File: src/rtl/core/i2crm_pkg.sv
package i2crm_pkg;

  localparam logic [7:0] HALF_RESET = 8'd10;

  typedef enum logic [1:0] {
    REQ_NONE  = 2'd0,
    REQ_WRITE = 2'd1,
    REQ_READ  = 2'd2,
    REQ_SPARE = 2'd3
  } req_t;

  typedef enum logic [3:0] {
    PH_IDLE     = 4'd0,
    PH_START_A  = 4'd1,
    PH_START_B  = 4'd2,
    PH_TX_LO    = 4'd3,
    PH_TX_HI    = 4'd4,
    PH_TACK_LO  = 4'd5,
    PH_TACK_HI  = 4'd6,
    PH_RX_LO    = 4'd7,
    PH_RX_HI    = 4'd8,
    PH_MACK_LO  = 4'd9,
    PH_MACK_HI  = 4'd10,
    PH_RS_LO    = 4'd11,
    PH_STOP_LO  = 4'd12,
    PH_STOP_HI  = 4'd13,
    PH_STOP_END = 4'd14
  } phase_t;

  typedef enum logic [1:0] {
    STAGE_ADDR = 2'd0,
    STAGE_REG  = 2'd1,
    STAGE_DATA = 2'd2,
    STAGE_DONE = 2'd3
  } stage_t;

  typedef struct packed {
    logic [1:0] req_type;
    logic [6:0] device_address;
    logic [7:0] register_address;
    logic [7:0] write_data;
    logic [7:0] read_count;
    logic       sda_in;
  } tick_t;

  typedef struct packed {
    logic       scl_out;
    logic       sda_out;
    logic [7:0] read_byte;
    logic       read_valid;
    logic       read_last;
    logic       busy_res;
    logic       nack_seen;
  } status_t;

endpackage

File: src/rtl/core/i2c_register_master.sv
// I2C register master, driven one tick per request.
//
// Tick channel (tick_valid / tick_stall / tick): every accepted request is
// one timing tick. It carries the sampled SDA level and, when req_type asks
// for it, a register write or register read. Requests that start a
// transaction while one is running are dropped; the bus sequence goes on.
// Status channel (status_valid / status_stall / status): exactly one status
// request leaves for every tick accepted, in order. It carries the SCL and
// SDA drive levels, a received byte with its valid and last marks, busy and
// the sticky not-acknowledge flag of the current or last transaction.
// status_valid rises in the cycle after acceptance; one tick is taken every
// clock cycle while tick_stall is low. The status register is the only buffer:
// while it holds a request and status_stall is high, tick_stall is high as well.
// cfg_write / cfg_data load the ticks-per-half-bit count (zero acts as one);
// write it only while the block is idle.
// Synchronous reset returns the sequencer to idle, clears the held request
// fields, empties the status register and sets the half period to ten ticks.
module i2c_register_master (
  input  logic                clk,
  input  logic                rst,
  input  logic                tick_valid,
  output logic                tick_stall,
  input  i2crm_pkg::tick_t    tick,
  output logic                status_valid,
  input  logic                status_stall,
  output i2crm_pkg::status_t  status,
  input  logic                cfg_write,
  input  logic [7:0]          cfg_data
);
  import i2crm_pkg::*;

  // Sequencer state
  logic [7:0] half_period;
  phase_t     phase, phase_next;
  stage_t     stage, stage_next;
  logic [3:0] bit_index, bit_index_next;
  logic [7:0] bytes_left, bytes_left_next;
  logic [7:0] tick_count, tick_count_next;
  logic [7:0] shift_byte, shift_byte_next;
  logic [6:0] held_address;
  logic [7:0] held_register;
  logic [7:0] held_data;
  logic       is_read;
  logic       nack_flag, nack_flag_next;

  // Working view of the state once a new request has been taken in
  logic       accept;
  logic       start;
  phase_t     cur_phase;
  stage_t     cur_stage;
  logic [3:0] cur_bit;
  logic [7:0] cur_bytes;
  logic [7:0] cur_tick;
  logic [7:0] cur_shift;
  logic [6:0] cur_address;
  logic [7:0] cur_register;
  logic [7:0] cur_data;
  logic       cur_read;
  logic       cur_nack;
  logic [7:0] half;
  logic       last_tick;
  logic [3:0] bit_inc;
  logic [7:0] bytes_dec;
  status_t    status_next;

  // One status register parts the two sides: stall only when it is full
  // and the receiver holds it.
  assign tick_stall = status_valid & status_stall;
  assign accept     = tick_valid & ~tick_stall;

  // A request from idle loads its fields and starts in the same tick.
  assign start = (phase == PH_IDLE) &&
                 ((tick.req_type == REQ_WRITE) || (tick.req_type == REQ_READ));

  assign cur_phase    = start ? PH_START_A : phase;
  assign cur_stage    = start ? STAGE_ADDR : stage;
  assign cur_bit      = start ? 4'd0 : bit_index;
  assign cur_bytes    = start ? tick.read_count : bytes_left;
  assign cur_tick     = start ? 8'd0 : tick_count;
  assign cur_shift    = start ? {tick.device_address, 1'b0} : shift_byte;
  assign cur_address  = start ? tick.device_address : held_address;
  assign cur_register = start ? tick.register_address : held_register;
  assign cur_data     = start ? tick.write_data : held_data;
  assign cur_read     = start ? (tick.req_type == REQ_READ) : is_read;
  assign cur_nack     = start ? 1'b0 : nack_flag;

  // Half-bit timer: a half ends once the elapsed count reaches the period.
  assign half      = (half_period == 8'd0) ? 8'd1 : half_period;
  assign last_tick = ({1'b0, cur_tick} + 9'd1) >= {1'b0, half};
  assign bit_inc   = cur_bit + 4'd1;
  assign bytes_dec = (cur_bytes != 8'd0) ? cur_bytes - 8'd1 : cur_bytes;

  // Next state of the bus sequencer
  always_comb begin
    phase_next      = cur_phase;
    stage_next      = cur_stage;
    bit_index_next  = cur_bit;
    bytes_left_next = cur_bytes;
    shift_byte_next = cur_shift;
    nack_flag_next  = cur_nack;
    tick_count_next = cur_tick;
    if (cur_phase != PH_IDLE) begin
      tick_count_next = last_tick ? 8'd0 : cur_tick + 8'd1;
    end
    unique case (cur_phase)
      PH_IDLE: begin
      end
      PH_START_A: begin
        if (last_tick) phase_next = PH_START_B;
      end
      PH_START_B: begin
        if (last_tick) begin
          bit_index_next = 4'd0;
          phase_next     = PH_TX_LO;
        end
      end
      PH_TX_LO: begin
        if (last_tick) phase_next = PH_TX_HI;
      end
      PH_TX_HI: begin
        if (last_tick) begin
          shift_byte_next = {cur_shift[6:0], 1'b0};
          bit_index_next  = bit_inc;
          phase_next      = (bit_inc >= 4'd8) ? PH_TACK_LO : PH_TX_LO;
        end
      end
      PH_TACK_LO: begin
        if (last_tick) phase_next = PH_TACK_HI;
      end
      PH_TACK_HI: begin
        if (last_tick) begin
          if (tick.sda_in) nack_flag_next = 1'b1;
          priority if (cur_stage == STAGE_ADDR) begin
            stage_next      = STAGE_REG;
            shift_byte_next = cur_register;
            bit_index_next  = 4'd0;
            phase_next      = PH_TX_LO;
          end else if (cur_stage == STAGE_REG) begin
            stage_next = STAGE_DATA;
            if (cur_read) begin
              // Repeated start, then the address with the read bit
              shift_byte_next = {cur_address, 1'b1};
              phase_next      = PH_RS_LO;
            end else begin
              shift_byte_next = cur_data;
              bit_index_next  = 4'd0;
              phase_next      = PH_TX_LO;
            end
          end else if (cur_read && (cur_bytes != 8'd0)) begin
            stage_next      = STAGE_DONE;
            shift_byte_next = 8'd0;
            bit_index_next  = 4'd0;
            phase_next      = PH_RX_LO;
          end else begin
            stage_next = STAGE_DONE;
            phase_next = PH_STOP_LO;
          end
        end
      end
      PH_RS_LO: begin
        if (last_tick) phase_next = PH_START_A;
      end
      PH_RX_LO: begin
        if (last_tick) phase_next = PH_RX_HI;
      end
      PH_RX_HI: begin
        if (last_tick) begin
          shift_byte_next = {cur_shift[6:0], tick.sda_in};
          bit_index_next  = bit_inc;
          phase_next      = (bit_inc >= 4'd8) ? PH_MACK_LO : PH_RX_LO;
        end
      end
      PH_MACK_LO: begin
        if (last_tick) phase_next = PH_MACK_HI;
      end
      PH_MACK_HI: begin
        if (last_tick) begin
          bytes_left_next = bytes_dec;
          if (bytes_dec == 8'd0) begin
            phase_next = PH_STOP_LO;
          end else begin
            shift_byte_next = 8'd0;
            bit_index_next  = 4'd0;
            phase_next      = PH_RX_LO;
          end
        end
      end
      PH_STOP_LO: begin
        if (last_tick) phase_next = PH_STOP_HI;
      end
      PH_STOP_HI: begin
        if (last_tick) phase_next = PH_STOP_END;
      end
      PH_STOP_END: begin
        if (last_tick) phase_next = PH_IDLE;
      end
      default: begin
        phase_next      = PH_IDLE;
        tick_count_next = 8'd0;
      end
    endcase
  end

  // Line levels and status of this tick
  always_comb begin
    status_next            = '0;
    status_next.scl_out    = 1'b1;
    status_next.sda_out    = 1'b1;
    status_next.busy_res   = 1'b1;
    status_next.nack_seen  = nack_flag_next;
    unique case (cur_phase)
      PH_IDLE: begin
        status_next.busy_res = 1'b0;
      end
      PH_START_A, PH_STOP_END: begin
      end
      PH_START_B: begin
        status_next.sda_out = 1'b0;
      end
      PH_TX_LO: begin
        status_next.scl_out = 1'b0;
        status_next.sda_out = cur_shift[7];
      end
      PH_TX_HI: begin
        status_next.sda_out = cur_shift[7];
      end
      PH_TACK_LO, PH_RX_LO, PH_RS_LO: begin
        // Release SDA for the slave
        status_next.scl_out = 1'b0;
      end
      PH_TACK_HI: begin
      end
      PH_RX_HI: begin
        if (last_tick && (bit_inc >= 4'd8)) begin
          status_next.read_byte  = {cur_shift[6:0], tick.sda_in};
          status_next.read_valid = 1'b1;
          status_next.read_last  = (cur_bytes == 8'd1);
        end
      end
      PH_MACK_LO: begin
        // Acknowledge every byte but the last
        status_next.scl_out = 1'b0;
        status_next.sda_out = (cur_bytes <= 8'd1);
      end
      PH_MACK_HI: begin
        status_next.sda_out = (cur_bytes <= 8'd1);
      end
      PH_STOP_LO: begin
        status_next.scl_out = 1'b0;
        status_next.sda_out = 1'b0;
      end
      PH_STOP_HI: begin
        status_next.sda_out = 1'b0;
      end
      default: begin
        status_next.busy_res = 1'b0;
      end
    endcase
  end

  // Configuration register
  always_ff @(posedge clk) begin
    if (rst) begin
      half_period <= HALF_RESET;
    end else if (cfg_write) begin
      half_period <= cfg_data;
    end
  end

  // Advance the sequencer on every accepted tick
  always_ff @(posedge clk) begin
    if (rst) begin
      phase         <= PH_IDLE;
      stage         <= STAGE_ADDR;
      bit_index     <= 4'd0;
      bytes_left    <= 8'd0;
      tick_count    <= 8'd0;
      shift_byte    <= 8'd0;
      held_address  <= 7'd0;
      held_register <= 8'd0;
      held_data     <= 8'd0;
      is_read       <= 1'b0;
      nack_flag     <= 1'b0;
    end else if (accept) begin
      phase         <= phase_next;
      stage         <= stage_next;
      bit_index     <= bit_index_next;
      bytes_left    <= bytes_left_next;
      tick_count    <= tick_count_next;
      shift_byte    <= shift_byte_next;
      held_address  <= cur_address;
      held_register <= cur_register;
      held_data     <= cur_data;
      is_read       <= cur_read;
      nack_flag     <= nack_flag_next;
    end
  end

  // Status register: load on accept, hold while stalled, drop once taken
  always_ff @(posedge clk) begin
    if (rst) begin
      status_valid <= 1'b0;
    end else begin
      status_valid <= accept | (status_valid & status_stall);
    end
  end

  always_ff @(posedge clk) begin
    if (accept) begin
      status <= status_next;
    end
  end

endmodule
File: config.mk
export PLATFORM = sky130hd
export DESIGN_NAME = i2c_register_master
export DESIGN_NICKNAME = d
export VERILOG_FILES = /design/src/rtl/core/i2crm_pkg.sv /design/src/rtl/core/i2c_register_master.sv
export SDC_FILE = /design/constraint.sdc
export NUM_CORES = 1
export LEC_CHECK = 0
export BUFFER_PORTS_ARGS = -buffer_cell sky130_fd_sc_hd__clkbuf_2
export CAP_MARGIN = 20
export CORE_UTILIZATION = 45
export CTS_CLUSTER_SIZE = 10
export DETAILED_ROUTE_END_ITERATION = 8
export GPL_ROUTABILITY_DRIVEN = 1
export HOLD_SLACK_MARGIN = 0.1
export PLACE_DENSITY = 0.71
export SYNTH_ARGS = -nofsm -noshare
export SYNTH_HDL_FRONTEND = slang
export SYNTH_SLANG_ARGS = --single-unit
File: constraint.sdc
create_clock -name clk -period 10.1 [get_ports clk]
set_clock_uncertainty 0.2 [all_clocks]
set_input_delay 2.02 -clock clk [delete_from_list [all_inputs] [get_ports clk]]
set_output_delay 2.02 -clock clk [all_outputs]
set_load 0.01 [all_outputs]
==> flow_metrics.env <==
export IMPL_rows=38
export IMPL_finish_utilization_pct=52.6
export IMPL_cts_repair_resized=0
export IMPL_syn_to_final_growth_pct=12.2
export IMPL_hold_path_endpoint="held_data[4]"
export IMPL_timing_setup_tns_ns=0
export IMPL_post_detail_place_hpwl_mm=10.0
export IMPL_worst_path_most_repeated_cell="sky130_fd_sc_hd__inv_1"
export IMPL_synth_mux_area_fraction_pct=6.46
export IMPL_layout_common_cells="sky130_fd_sc_hd__nand2_1 (85), sky130_fd_sc_hd__dfxtp_1 (68), sky130_fd_sc_hd__nor2_1 (64)"
export IMPL_synth_top_flop_cell="sky130_fd_sc_hd__dfxtp_1"
export IMPL_fp_dieW_um=109
export IMPL_drt_iter0_markers=461
export IMPL_grt_antenna_before_repair=0
export IMPL_insertion_delay_ns=0.35
export IMPL_placeableCoreArea_mm2=0.0110
export IMPL_grt_first_pass_wirelength_mm=23.9
export IMPL_dpl_instance_area_mm2=0.00550
export IMPL_postSynthCellCount=647
export IMPL_final_net_count=742
export IMPL_numClockSinks=82
export IMPL_drt_wirelength_per_cell_um=17.8
export IMPL_postCtsHoldBufs=0
export IMPL_hold_violations=0
export IMPL_report_final_setup_viol=0
export IMPL_post_synth_main_area_contributors="sky130_fd_sc_hd__dfxtp_1 (26%), sky130_fd_sc_hd__edfxtp_1 (8.1%), sky130_fd_sc_hd__nand2_1 (6.2%)"
export IMPL_number_of_buffers_between_clock_root_and_the_deepest_sink=2
export IMPL_htree_depth=3
export IMPL_drv_slew=0
export IMPL_cts_repair_timing_setup_buffer_count=0
export IMPL_static_leakage_power_nw=2.26
export IMPL_clk_root_buffer_cell="sky130_fd_sc_hd__clkbuf_16"
export IMPL_critical_path_reg2reg_endpoint="bit_index[0]"
export IMPL_critical_path_required_time_ns=10.18
export IMPL_ys_warnings_count=0
export IMPL_rsz_0062_raised_after_global_routing="false"
export IMPL_total_power_mw=0.854
export IMPL_powerDensity_mw_per_mm2=147
export IMPL_synthAdderAreaFrac_pct=3.39
export IMPL_worstRegToRegCells=21
export IMPL_io_buffer_count=62
export IMPL_ys_types=73
export IMPL_clock_tree_from_tritoncts="yes"
export IMPL_synth_top_area_cell="sky130_fd_sc_hd__dfxtp_1"
export IMPL_timing_critical_path_from_type="input pin"
export IMPL_synthSimpleGateAreaFrac_pct=21.5
export IMPL_slew_limit_headroom_pct=42.1
export IMPL_critPathCaptureType="flop"
export IMPL_critical_path_class="in -> reg"
export IMPL_routabilityCongestion=0.922
export IMPL_max_slew_worst_pin_slew_ns=0.868
export IMPL_synth_top_area_share_pct=26.3
export IMPL_overflow=0
export IMPL_start_util_pct=46.9
export IMPL_crit_slowest_cell="sky130_fd_sc_hd__ha_1"
export IMPL_vias=5123
export IMPL_critical_path_max_stage_delay_ns=0.59
export IMPL_ys_async_sr_fraction_pct=0
export IMPL_drt_drc_violations_left=1
export IMPL_number_of_cells_on_the_worst_hold_path=2
export IMPL_die_height_um=109
export IMPL_antenna_cells=0
export IMPL_fin_crit_sh_pct=68.4
export IMPL_synth_compound_area_share_pct=26.9
export IMPL_cap_viol_max_count=0
export IMPL_pre_cts_ws_ns=2.98
export IMPL_first_global_vias=4822
export IMPL_syn_nets=708
export IMPL_synth_xor_area_share_pct=1.36
export IMPL_synth_edf_count=14
export IMPL_detail_route_wirelength_mm=14.7
export IMPL_cts_made_buffers=9
export IMPL_clk_pin_slew_ns=0.06
export IMPL_floorplan_die_area_mm2=0.0119
export IMPL_grt_use_total_pct=25.9
export IMPL_finish_instance_area_mm2=0.00580
export IMPL_status="complete, but fails checks"
export IMPL_crit_path_max_fanout=30
export IMPL_finalCriticalPeriod_ns=6.90
export IMPL_failed_checks="DRC"
export IMPL_layout_drive_gt1_share_pct=15.0
export IMPL_post_synthesis_cell_area_mm2=0.00517
export IMPL_clock_fmax_mhz=145
export IMPL_mostFrequentLayoutCell="sky130_fd_sc_hd__nand2_1"
export IMPL_synth_top_family_by_area="compound AO/OA/AOI/OAI gates"
export IMPL_r2r_start="phase[0]"
export IMPL_cp_arrival_ns=6.98
export IMPL_worstSetupStartpoint="tick[32]"
export IMPL_detail_route_vias_per_cell=6.20
export IMPL_grt_max_degree=57
export IMPL_layout_setup_ws_ns=3.20
export IMPL_syn_mean_instance_area_um2=7.99
export IMPL_timing_hold_worst_class="reg -> reg"
export IMPL_synth_seq_area_share_pct=34.5
export IMPL_worst_ir_drop_vdd_uv=75.4
export IMPL_postSynthRegisterBits=82
export IMPL_drt_first_pass_iters=9
export IMPL_number_of_top_level_design_ports=63
export IMPL_hold_crit_start="held_data[4]"
export IMPL_ant_nets=0
export IMPL_regToRegSetupSlack_ns=4.49
[how the worst max path moves through the flow]
| stage | endpoint | slack, ns |
|---|---|---|
| detailed placement | bit_index[0] | 2.98 |
| CTS | bit_index[0] | 3.28 |
| global route | bit_index[0] | 2.84 |
| global placement | bit_index[0] | 3.14 |
| finish | bit_index[0] | 3.20 |
| floorplan | bit_index[0] | 3.61 |
[worst max-delay path: cells and delay by family]
kind	cells	cell delay (ns)
AOI/OAI and AO/OA	6	1.34
buffers and inverters	7	1.13
xor gates and xnor gates	1	0.16
adders and majority gates	4	1.40
and+or+nand+nor	7	0.91
[final cells by class]
class	count	area (um^2)
sequential	82	1780
multi-input combinational	492	3080
timing repair buffer	68	355
inverter	28	105
clock inverter	6	65.1
fill	1028	5230
clock buffer	10	239
tap	140	175
[cell usage after synthesis (5+ instances only)]
cell / instances
sky130_fd_sc_hd__a22oi_1: 10
sky130_fd_sc_hd__o22ai_1: 10
sky130_fd_sc_hd__nor3_1: 19
sky130_fd_sc_hd__buf_2: 5
sky130_fd_sc_hd__a21oi_1: 60
sky130_fd_sc_hd__o211a_1: 8
sky130_fd_sc_hd__nand2b_1: 6
sky130_fd_sc_hd__a211oi_1: 8
sky130_fd_sc_hd__edfxtp_1: 14
sky130_fd_sc_hd__a221oi_1: 6
sky130_fd_sc_hd__o211ai_1: 15
sky130_fd_sc_hd__inv_1: 27
sky130_fd_sc_hd__nand4_1: 6
sky130_fd_sc_hd__nand3_1: 14
sky130_fd_sc_hd__ha_1: 14
sky130_fd_sc_hd__xor2_1: 5
sky130_fd_sc_hd__and2_1: 6
sky130_fd_sc_hd__a31oi_1: 5
sky130_fd_sc_hd__dfxtp_1: 68
sky130_fd_sc_hd__o31ai_1: 7
sky130_fd_sc_hd__clkbuf_1: 32
sky130_fd_sc_hd__nand2_1: 85
sky130_fd_sc_hd__mux2i_1: 30
sky130_fd_sc_hd__o21ai_0: 30
sky130_fd_sc_hd__nor2_1: 64
[power by group]
group / internal, mW / switching (mW)
combinational: 0.0545 / 0.0975
sequential: 0.348 / 0.0138
clock: 0.199 / 0.141
total: 0.601 / 0.253
[per-stage QoR]
step	hold WS, ns	instances
after floorplan	0.233	647
after CTS	0.254	826
after detailed placement	0.246	810
final	0.252	826
after global routing	0.279	826
after global placement	0.241	810
[state kept, by name (all words and copies together) (netlist names)]
register,count
bit_index,4
bytes_left,8
half_period,8
held_address,7
held_data,8
held_register,8
is_read,1
nack_flag,1
phase,4
shift_byte,8
stage,2
status,14
status_valid,1
tick_count,8
[cell families after synthesis]
| logic type | after synthesis |
|---|---|
| AOI/OAI and AO/OA | 203 |
| xor gates and xnor gates | 8 |
| adders and majority gates | 14 |
| buffers and inverters | 73 |
| DFF | 82 |
| muxes | 33 |
| and+or+nand+nor | 234 |
[metal layers]
layer,vias up,GRT usage [%],routed length (um),share of wire (%)
met5,-,0,0,0
met3,24,5.38,1240,8.4
li1,2442,-,-,-
met2,253,38.8,6720,46
met4,0,11.9,271,1.8
met1,2404,35.5,6510,44
No activity file was read; power rests on OpenSTA's default activity.
